==> src/sv/bfba_pkg.sv <==
// shared constants and types for the best-fit block allocator
package bfba_pkg;

   localparam int MAX_BLOCKS = 16;
   localparam int IDX_W      = (MAX_BLOCKS > 1) ? $clog2(MAX_BLOCKS) : 1;
   localparam int CNT_W      = $clog2(MAX_BLOCKS + 1);
   localparam int SIZE_W     = 32;
   localparam int NUM_W      = 5;
   localparam int STAT_W     = 2;
   localparam int RSP_W      = 40;

   localparam logic CMD_ADD   = 1'b0;
   localparam logic CMD_ALLOC = 1'b1;

   localparam logic [STAT_W-1:0] ST_ALLOCATED     = 2'd0;
   localparam logic [STAT_W-1:0] ST_NOT_ALLOCATED = 2'd1;
   localparam logic [STAT_W-1:0] ST_ADDED         = 2'd2;
   localparam logic [STAT_W-1:0] ST_FULL          = 2'd3;

   typedef struct packed {
      logic              vld;
      logic              found;
      logic [SIZE_W-1:0] best;
      logic [IDX_W-1:0]  idx;
      logic [SIZE_W-1:0] req;
   } cand_type;

   typedef struct packed {
      logic              en;
      logic [IDX_W-1:0]  idx;
      logic [SIZE_W-1:0] data;
   } wr_type;

endpackage

==> src/sv/bfba_cell.sv <==
// one table cell: holds a block size and refines the passing best-fit candidate
module bfba_cell (
   input  logic                       clock,
   input  logic                       reset,
   input  logic [bfba_pkg::IDX_W-1:0] my_idx,
   input  logic [bfba_pkg::CNT_W-1:0] count,
   input  bfba_pkg::wr_type           wr,
   input  bfba_pkg::cand_type         cand_prev,
   output bfba_pkg::cand_type         cand_next
);
   import bfba_pkg::*;

   logic [SIZE_W-1:0] size_ff;
   cand_type          cand_ff;
   cand_type          cand_in;
   logic              occupied;
   logic              take;

   assign occupied = CNT_W'(my_idx) < count;
   assign take     = occupied && (size_ff >= cand_prev.req) &&
                     (!cand_prev.found || (size_ff < cand_prev.best));

   always_comb begin
      cand_in = cand_prev;
      if (take) begin
         cand_in.found = 1'b1;
         cand_in.best  = size_ff;
         cand_in.idx   = my_idx;
      end
   end

   always_ff @(posedge clock) begin
      if (wr.en && (wr.idx == my_idx)) begin
         size_ff <= wr.data;
      end
   end

   always_ff @(posedge clock) begin
      if (reset) begin
         cand_ff.vld <= 1'b0;
      end else begin
         cand_ff.vld <= cand_in.vld;
      end
      cand_ff.found <= cand_in.found;
      cand_ff.best  <= cand_in.best;
      cand_ff.idx   <= cand_in.idx;
      cand_ff.req   <= cand_in.req;
   end

   assign cand_next = cand_ff;

endmodule

==> src/sv/best_fit_block_allocator_unit.sv <==
// top level of the best-fit block allocator: control, result register and cell row
//
// channel | dir | beat contents
// req_    | in  | tdata: size[31:0]; tuser: cmd (0 add, 1 allocate)
// rsp_    | out | tdata: status[1:0], block_number[6:2], remaining[38:7], zero pad
//
// an add item writes its cell and loads the result register directly; an allocate item
// walks the candidate through the cell registers along the row, then writes back and loads it
// one item in flight at a time; the result register frees the input side
// as soon as its beat is taken
// synchronous reset empties the table and drops any pending result
module best_fit_block_allocator_unit (
   input  logic        clock,
   input  logic        reset,
   input  logic        req_tvalid,
   output logic        req_tready,
   input  logic [31:0] req_tdata,   // size[31:0]
   input  logic        req_tuser,   // cmd
   output logic        rsp_tvalid,
   input  logic        rsp_tready,
   output logic [39:0] rsp_tdata    // status[1:0], block_number[6:2], remaining[38:7]
);
   import bfba_pkg::*;

   localparam logic ST_IDLE = 1'b0;
   localparam logic ST_SCAN = 1'b1;

   logic              state_ff, state_in;
   logic [CNT_W-1:0]  count_ff, count_in;
   logic              rsp_vld_ff, rsp_vld_in;
   logic [RSP_W-1:0]  rsp_data_ff, rsp_data_in;

   cand_type          cand [0:MAX_BLOCKS];
   wr_type            wr;
   logic              accept;
   logic              tail_done;
   logic [SIZE_W-1:0] left;

   assign req_tready = (state_ff == ST_IDLE) && (!rsp_vld_ff || rsp_tready);
   assign accept     = req_tvalid && req_tready;
   assign tail_done  = (state_ff == ST_SCAN) && cand[MAX_BLOCKS].vld;
   assign left       = cand[MAX_BLOCKS].best - cand[MAX_BLOCKS].req;

   // head of the row
   always_comb begin
      cand[0].vld   = accept && (req_tuser == CMD_ALLOC);
      cand[0].found = 1'b0;
      cand[0].best  = '0;
      cand[0].idx   = '0;
      cand[0].req   = req_tdata;
   end

   for (genvar i = 0; i < MAX_BLOCKS; i++) begin : g_cell
      bfba_cell u_cell (
         .clock     (clock),
         .reset     (reset),
         .my_idx    (IDX_W'(i)),
         .count     (count_ff),
         .wr        (wr),
         .cand_prev (cand[i]),
         .cand_next (cand[i+1])
      );
   end

   always_comb begin
      state_in    = state_ff;
      count_in    = count_ff;
      rsp_vld_in  = rsp_vld_ff && !rsp_tready;
      rsp_data_in = rsp_data_ff;
      wr.en       = 1'b0;
      wr.idx      = cand[MAX_BLOCKS].idx;
      wr.data     = left;
      if (accept && (req_tuser == CMD_ADD)) begin
         rsp_vld_in = 1'b1;
         if (count_ff < CNT_W'(MAX_BLOCKS)) begin
            wr.en       = 1'b1;
            wr.idx      = count_ff[IDX_W-1:0];
            wr.data     = req_tdata;
            count_in    = count_ff + CNT_W'(1);
            rsp_data_in = {1'b0, req_tdata, NUM_W'(count_ff) + NUM_W'(1), ST_ADDED};
         end else begin
            rsp_data_in = {1'b0, SIZE_W'(0), NUM_W'(0), ST_FULL};
         end
      end else if (accept) begin
         state_in = ST_SCAN;
      end
      if (tail_done) begin
         state_in   = ST_IDLE;
         rsp_vld_in = 1'b1;
         if (cand[MAX_BLOCKS].found) begin
            wr.en       = 1'b1;
            rsp_data_in = {1'b0, left, NUM_W'(cand[MAX_BLOCKS].idx) + NUM_W'(1),
                           ST_ALLOCATED};
         end else begin
            rsp_data_in = {1'b0, SIZE_W'(0), NUM_W'(0), ST_NOT_ALLOCATED};
         end
      end
   end

   always_ff @(posedge clock) begin
      if (reset) begin
         state_ff   <= ST_IDLE;
         count_ff   <= '0;
         rsp_vld_ff <= 1'b0;
      end else begin
         state_ff   <= state_in;
         count_ff   <= count_in;
         rsp_vld_ff <= rsp_vld_in;
      end
      rsp_data_ff <= rsp_data_in;
   end

   assign rsp_tvalid = rsp_vld_ff;
   assign rsp_tdata  = rsp_data_ff;

endmodule

==> config.mk <==
export PLATFORM = sky130hd
export DESIGN_NAME = best_fit_block_allocator_unit
export DESIGN_NICKNAME = d
export VERILOG_FILES = /design/src/sv/bfba_pkg.sv /design/src/sv/bfba_cell.sv /design/src/sv/best_fit_block_allocator_unit.sv
export SDC_FILE = /design/constraint.sdc
export NUM_CORES = 2
export LEC_CHECK = 0
export BUFFER_PORTS_ARGS = -buffer_cell sky130_fd_sc_hd__buf_2
export CAP_MARGIN = 20
export CORE_ASPECT_RATIO = 1.5
export CORE_MARGIN = 10
export CORE_UTILIZATION = 41
export CTS_CLUSTER_SIZE = 24
export DETAILED_ROUTE_END_ITERATION = 7
export GPL_ROUTABILITY_DRIVEN = 1
export MAX_ROUTING_LAYER = met4
export PLACE_DENSITY = 0.63
export SLEW_MARGIN = 0
export SYNTH_ARGS = -nofsm -noshare
export SYNTH_HDL_FRONTEND = slang
export SYNTH_SLANG_ARGS = --single-unit
==> constraint.sdc <==
create_clock -name clock -period 4.2 [get_ports clock]
set_input_delay 0.21 -clock clock [delete_from_list [all_inputs] [get_ports clock]]
set_output_delay 0.21 -clock clock [all_outputs]
set_load 0.05 [all_outputs]
Word level (Yosys, flattened, before mapping)
Index checks and enable logic that the tools add are counted.
{"block": "op_classes", "bitwise": 3, "order_cmp": 48, "reduce_logical": 91, "muxes": 26, "eq_ne": 15, "n_addsub": 3}
{"operator": "$mux 36", "n": 15}
{"operator": "$ge 32x32->1", "n": 16}
{"operator": "$lt 32x32->1", "n": 15}
{"operator": "$mux 37", "n": 3}
{"operator": "$mux 40", "n": 2}
{"operator": "$mux 39", "n": 2}
{"operator": "$logic_and 1x1->1", "n": 53}
{"operator": "$lt 4x5->1 const A", "n": 8}
{"operator": "$eq 4x4->1 const B", "n": 8}
{"operator": "$sub 32x32->32", "n": 1}
{"operator": "$lt 3x5->1 const A", "n": 4}
{"operator": "$logic_not 1->1", "n": 17}
{"operator": "$eq 4x3->1 const B", "n": 4}
{"operator": "$logic_or 1x1->1", "n": 16}
{"operator": "$lt 1x5->1 const A", "n": 2}
{"operator": "$lt 2x5->1 const A", "n": 2}
{"operator": "$eq 4x2->1 const B", "n": 2}
{"operator": "$add 4x1->5 const B", "n": 1}
{"operator": "$add 5x1->5 const B", "n": 1}
{"operator": "$lt 5x5->1 const B", "n": 1}
{"operator": "$eq 4x1->1 const B", "n": 1}
{"operator": "$logic_not 4->1", "n": 1}
{"operator": "$mux 1", "n": 4}
{"operator": "$reduce_and 2->1", "n": 2}
{"operator": "other kinds (3)", "n": 5}
{"block": "totals", "inputBits": 37, "out_inout_bits": 42, "reg_bits": 1679, "wordCells": 286}

Logic depth before layout (Yosys ltp)
{"block": "depth", "depth_word": 9, "depth_mapped": 13, "ltp_nobuf": 13}

Cells and area by module
A second synthesis with hierarchy kept.
{"block": "unflattened", "cells_unflattened": 6626, "area_unflattened_um2": 79002.0}
{"module": "bfba_cell", "seq_area_each_um2": 2362.3, "instances": 16, "area_each_um2": 4679.5, "cells_per_inst": 383}
{"module": "best_fit_block_allocator_unit", "seq_area_each_um2": 1311.3, "instances": 1, "area_each_um2": 4130.2, "cells_per_inst": 498}

Least setup slack after synthesis
OpenSTA, ideal clock, no wires.
{"block": "synth_timing", "kind": "flip-flop to flip-flop", "start": "register rsp_vld_ff, in the netlist rsp_tvalid", "end": "register g_cell[3].u_cell.size_ff[0] (enable)", "slack_ns": -0.144, "period_less_slack_ns": 4.344, "arrival_ns": 3.922, "required_time_ns": 3.779, "path_stages_with_launch": 9, "setup_ns": 0.421, "path_buffers": 2, "cell_sequence": "dfxtp_1 nor2b_1 nor2_1 nand3b_1 nor2_1 clkbuf_1 buf_1 a31oi_1 nor2_1"}
{"block": "synth_between", "elab_chain_cells": 9, "word_cells_on_any_way": 10, "classes_between": "eq/ne (1); mux (3); reduce/logical (6)"}
{"item": "start: declaration", "line": "best_fit_block_allocator_unit.sv:30", "text": "logic rsp_vld_ff, rsp_vld_in;"}
{"item": "start signal: assignment", "line": "best_fit_block_allocator_unit.sv:108", "text": "rsp_vld_ff <= rsp_vld_in;"}
{"item": "$logic_not 1->1 (*)", "line": "best_fit_block_allocator_unit.sv:39", "text": "assign req_tready = (state_ff == ST_IDLE) && (!rsp_vld_ff || rsp_tready);"}
{"item": "$logic_or 1x1->1 (*)", "line": "best_fit_block_allocator_unit.sv:39"}
{"item": "$logic_and 1x1->1 (*)", "line": "best_fit_block_allocator_unit.sv:39"}
{"item": "net req_tready", "line": "best_fit_block_allocator_unit.sv:16", "text": "output logic req_tready,"}
{"item": "$logic_and 1x1->1 (*)", "line": "best_fit_block_allocator_unit.sv:40", "text": "assign accept = req_tvalid && req_tready;"}
{"item": "$logic_and 1x1->1 (*)", "line": "best_fit_block_allocator_unit.sv:73", "text": "if (accept && (req_tuser == CMD_ADD)) begin"}
{"item": "$mux 37 (*)", "line": "best_fit_block_allocator_unit.sv:73"}
{"item": "$mux 1", "line": "best_fit_block_allocator_unit.sv:90", "text": "if (cand[MAX_BLOCKS].found) begin"}
{"item": "$mux 1", "line": "best_fit_block_allocator_unit.sv:87", "text": "if (tail_done) begin"}
{"item": "$logic_and 1x1->1 (*)", "line": "bfba_cell.sv:33", "text": "if (wr.en && (wr.idx == my_idx)) begin"}
{"item": "end signal: assignment", "line": "bfba_cell.sv:34", "text": "size_ff <= wr.data;"}
{"item": "end: declaration", "line": "bfba_cell.sv:13", "text": "logic [SIZE_W-1:0] size_ff;"}
The timed path passes the listed nets; every way through them passes the cells marked *.
A chain may end at the register's enable or synchronous reset.

==> reports/metrics.csv <==
stage,metric,value,unit
clock_network,holdBufCountCts,38,
detailed_routing,via_per_inst,5.07,
sta,slew_headroom,0.225,
placed_design,io_buffer_count,77,
setup_path,required,4710,ps
finish,syn2layout_area_growth,13.4,%
detailed_routing,drc,0,
floorplan,core_area,176000,µm²
power_and_ir_drop,ir_drop,0.371,mV
global_routing,track_usage,0.189,
logic_synthesis,ys_seq_area_frac,0.534,
finish,fin_nets,7507,
floorplan,die_h,535,µm
logic_synthesis,yosys_warnings,0,
detailed_routing,wl_per_cell,20.3,µm
floorplan,io_pins,79,
floorplan,initial_core_util,0.412,
floorplan,dieArea,195000,µm²
clock_network,clkSlewWorstSetupHoldPaths,60,ps
sta,worst_pin_slew,1160,ps
setup_path,crit_path_max_incr_delay,670,ps
sta,rsz0062_at_grt,false,
sta,period_minus_slack,3810,ps
sta,maxSlewViolCount,0,
power_and_ir_drop,pwr-share-comb,0.078,
logic_synthesis,synth_top_area_share,0.307,
global_routing,grt_pass1_wl,271000,µm
clock_network,cts_root_buffer,clkbuf_16,
clock_network,cts_tree,built,
logic_synthesis,synthFlopType,dfxtp_1,
setup_path,cpMaxStageDelayCell,nor4_1,
global_routing,antenna_found_initial,7,
finish,fin_area,82300,µm²
logic_synthesis,yosysTopAreaCell,dfxtp_1,
sta,setup_viol,0,
clock_network,cts_resized,0,
detailed_routing,drt_iter0_drc,2102,
finish,utilization,0.467,
logic_synthesis,async_flop_share,0,
logic_synthesis,syn_inst,6144,
logic_synthesis,synth_area,72600,µm²
power_and_ir_drop,swShare,0.232,
sta,finalHoldViolations,0,
power_and_ir_drop,seq_power_share,0.512,
setup_path,worstPathArrival,4320,ps
floorplan,dieWidth,364,µm
detailed_routing,via_count,45000,
power_and_ir_drop,p_per_area,420,nW/µm²
global_routing,grt_max_degree,42,
detailed_routing,wirelength,180000,µm
setup_path,cp_common_cell,buf_4,
detailed_routing,dr.pass1.iters,5,
clock_network,cts_made_buffers,156,
setup_path,path_cells,inv_1 > ha_1 > inv_1 > fa_1 > a21oi_1 > o211ai_1 > a31oi_1 > nand2_1 > a221oi_1 > buf_4 > nor4_1 > o22ai_1 > xor2_1 > buf_4 > o21ai_1 > buf_4,
logic_synthesis,synth.avg_cell_area,11.8,µm²
sta,fmaxAchievable,263,MHz
logic_synthesis,yosysUniqueCellTypes,81,
setup_path,end_kind,flop,
logic_synthesis,ys_seq_elements,1663,
clock_network,insertion_delay,790,ps
power_and_ir_drop,clkPwrFrac,0.410,
placed_design,placed_cell_area,76800,µm²
setup_path,cp_num_buf_inv,5,
placed_design,gp_congestion,0.931,
power_and_ir_drop,switching_power,8.02,mW
finish,drive_gt1_frac,0.150,
power_and_ir_drop,p_total,34.6,mW
power_and_ir_drop,p_int,26.5,mW
clock_network,clockBufferDepth,3,
placed_design,dp.final_hpwl,145000,µm
finish,nFillCells,15800,
status,status,finished clean,
clock_network,cts.sinks,1663,
logic_synthesis,syn_nets,7193,
sta,fin_worst_skew,25.3,ps
setup_path,crit_family,compound AO/OA/AOI/OAI gates,
global_routing,grt_pass1_vias,48200,
floorplan,std_cell_rows,189,
detailed_routing,ant_nets,0,
sta,period_share,0.906,
clock_network,h-tree-depth,4,
job,cap_viol_max_count,0,
setup_path,start_kind,flop,
logic_synthesis,synth_edf_count,551,
global_routing,overflow,0,
worst_hold_path,hold_path_class,in -> reg,
setup_path,criticalPathCategory,reg -> reg,
setup_path,crit_path_max_fanout,16,
clock_network,post-cts-setup-buffer-count,0,
logic_synthesis,synth_area_leaders,"dfxtp_1 31%, edfxtp_1 23%, ha_1 17%",
power_and_ir_drop,p_leak,36.0,nW
==> Yosys cell counts (all sizes together), types with 16 or more instances <==
master	number
xnor2	17
nor2b	78
nor2	152
a21o	291
inv	1033
and2	17
nand3	39
o21ai	173
nor3	44
a31oi	32
nand4	144
mux2	480
nand2	179
o2111ai	17
or2	27
clkbuf	27
xor2	17
a211oi	36
dfxtp	1112
and4	16
edfxtp	551
ha	1011
o211ai	20
o22ai	34
a21oi	329
nand2b	54
a2111oi	17
buf	54
nor4	17
==> worst paths after layout <==
| kind | from | slack [ps] | depth (start not counted) | end |
|---|---|---|---|---|
| max | g_cell[15].u_cell.cand_next[36] | 390 | 16 | g_cell[13].u_cell.size_ff[24] |
| min | req_tuser | 70 | 5 | count_ff[4] |
| max reg2reg | g_cell[15].u_cell.cand_next[36] | 390 | 16 | g_cell[13].u_cell.size_ff[24] |
| min reg2reg | g_cell[14].u_cell.cand_next[9] | 340 | 0 | g_cell[15].u_cell.cand_next[9] |
==> placed cells by master (no fill, tap or decap), drive strengths merged, types with 36 or more instances in the layout <==
cell type and n:
dfxtp 1112, inv 1043, ha 1011, edfxtp 551, mux2 480, a21oi 329, a21o 291, clkbuf 222
buf 199, nand2 179, o21ai 173, nor2 152, nand4 144, nor2b 78, nand2b 54, nor3 44
clkinv 42, nand3 39, dlygate4sd3 38, a211oi 36
==> area by class of cell <==
type	count	area (µm²)	share of cell area
antenna	3	7.51	0.0000912
clock buffer	222	4530	0.0550
clock inverter	67	622	0.00755
inverter	1033	3880	0.0471
multi-input combinational	3367	29700	0.361
sequential	1663	38800	0.471
tap	2292	2870	0.0348
timing repair buffer	237	1870	0.0227
==> cell families (layout without fill, tap and decap cells) <==
family | count (synthesis) | count (layout) | synth area share
flip-flops | 1663 | 1663 | 0.534
buffers and inverters | 1114 | 1559 | 0.0601
AO/OA/AOI/OAI | 1034 | 1034 | 0.0914
adder cells (fa/ha/maj) | 1012 | 1012 | 0.174
AND/OR/NAND/NOR | 806 | 806 | 0.0583
multiplexers | 480 | 480 | 0.0772
XOR/XNOR | 34 | 34 | 0.00410
other | 1 | 4 | 0.0000516
==> worst reg2reg max path: cells and delay by family (launching register included) <==
family	cells	cell delay (ps)
AND/OR/NAND/NOR	2	860
XOR/XNOR	1	220
adder cells (fa/ha/maj)	2	370
flip-flops	1	300
AO/OA/AOI/OAI	6	1070
buffers and inverters	5	690
==> layer usage <==
| layer | GRT usage | vias to the layer above | share of wire |
|---|---|---|---|
| met1 | 0.188 | 21500 | 0.36 |
| met4 | 0.109 | 0 | 0.065 |
| met2 | 0.346 | 987 | 0.52 |
| met3 | 0.0313 | 439 | 0.048 |
| met5 | - | - | 0 |
| li1 | - | 22100 | - |
==> power groups by stage <==
stage / clock network [mW] / registers [mW] / logic [mW]
after global placement: 0 / 18.1 / 2.57
after global routing: 15.1 / 17.8 / 3.00
final: 14.2 / 17.7 / 2.69
after floorplan: 0 / 18.0 / 1.50
after CTS: 14.4 / 17.7 / 2.72
after detailed placement: 0 / 18.1 / 2.66
==> state kept, by name (all words and copies together), names as in the netlist <==
signal and count:
g_cell.u_cell.cand_next 1105, g_cell.u_cell.size_ff 512, rsp_tdata 39, count_ff 5
rsp_tvalid 1, state_ff 1
==> metrics by stage <==
step	instances	hold WS [ps]	setup TNS [ps]	worst slack (ps)
after global routing	8882	71.2	0	180
final	8884	68.9	0	393
after global placement	8551	336	0	471
after CTS	8880	10.4	0	400
after detailed placement	8553	335	0	435
after floorplan	6144	238	-35550	-144
Note: power is estimated with default switching activity, not from simulation.
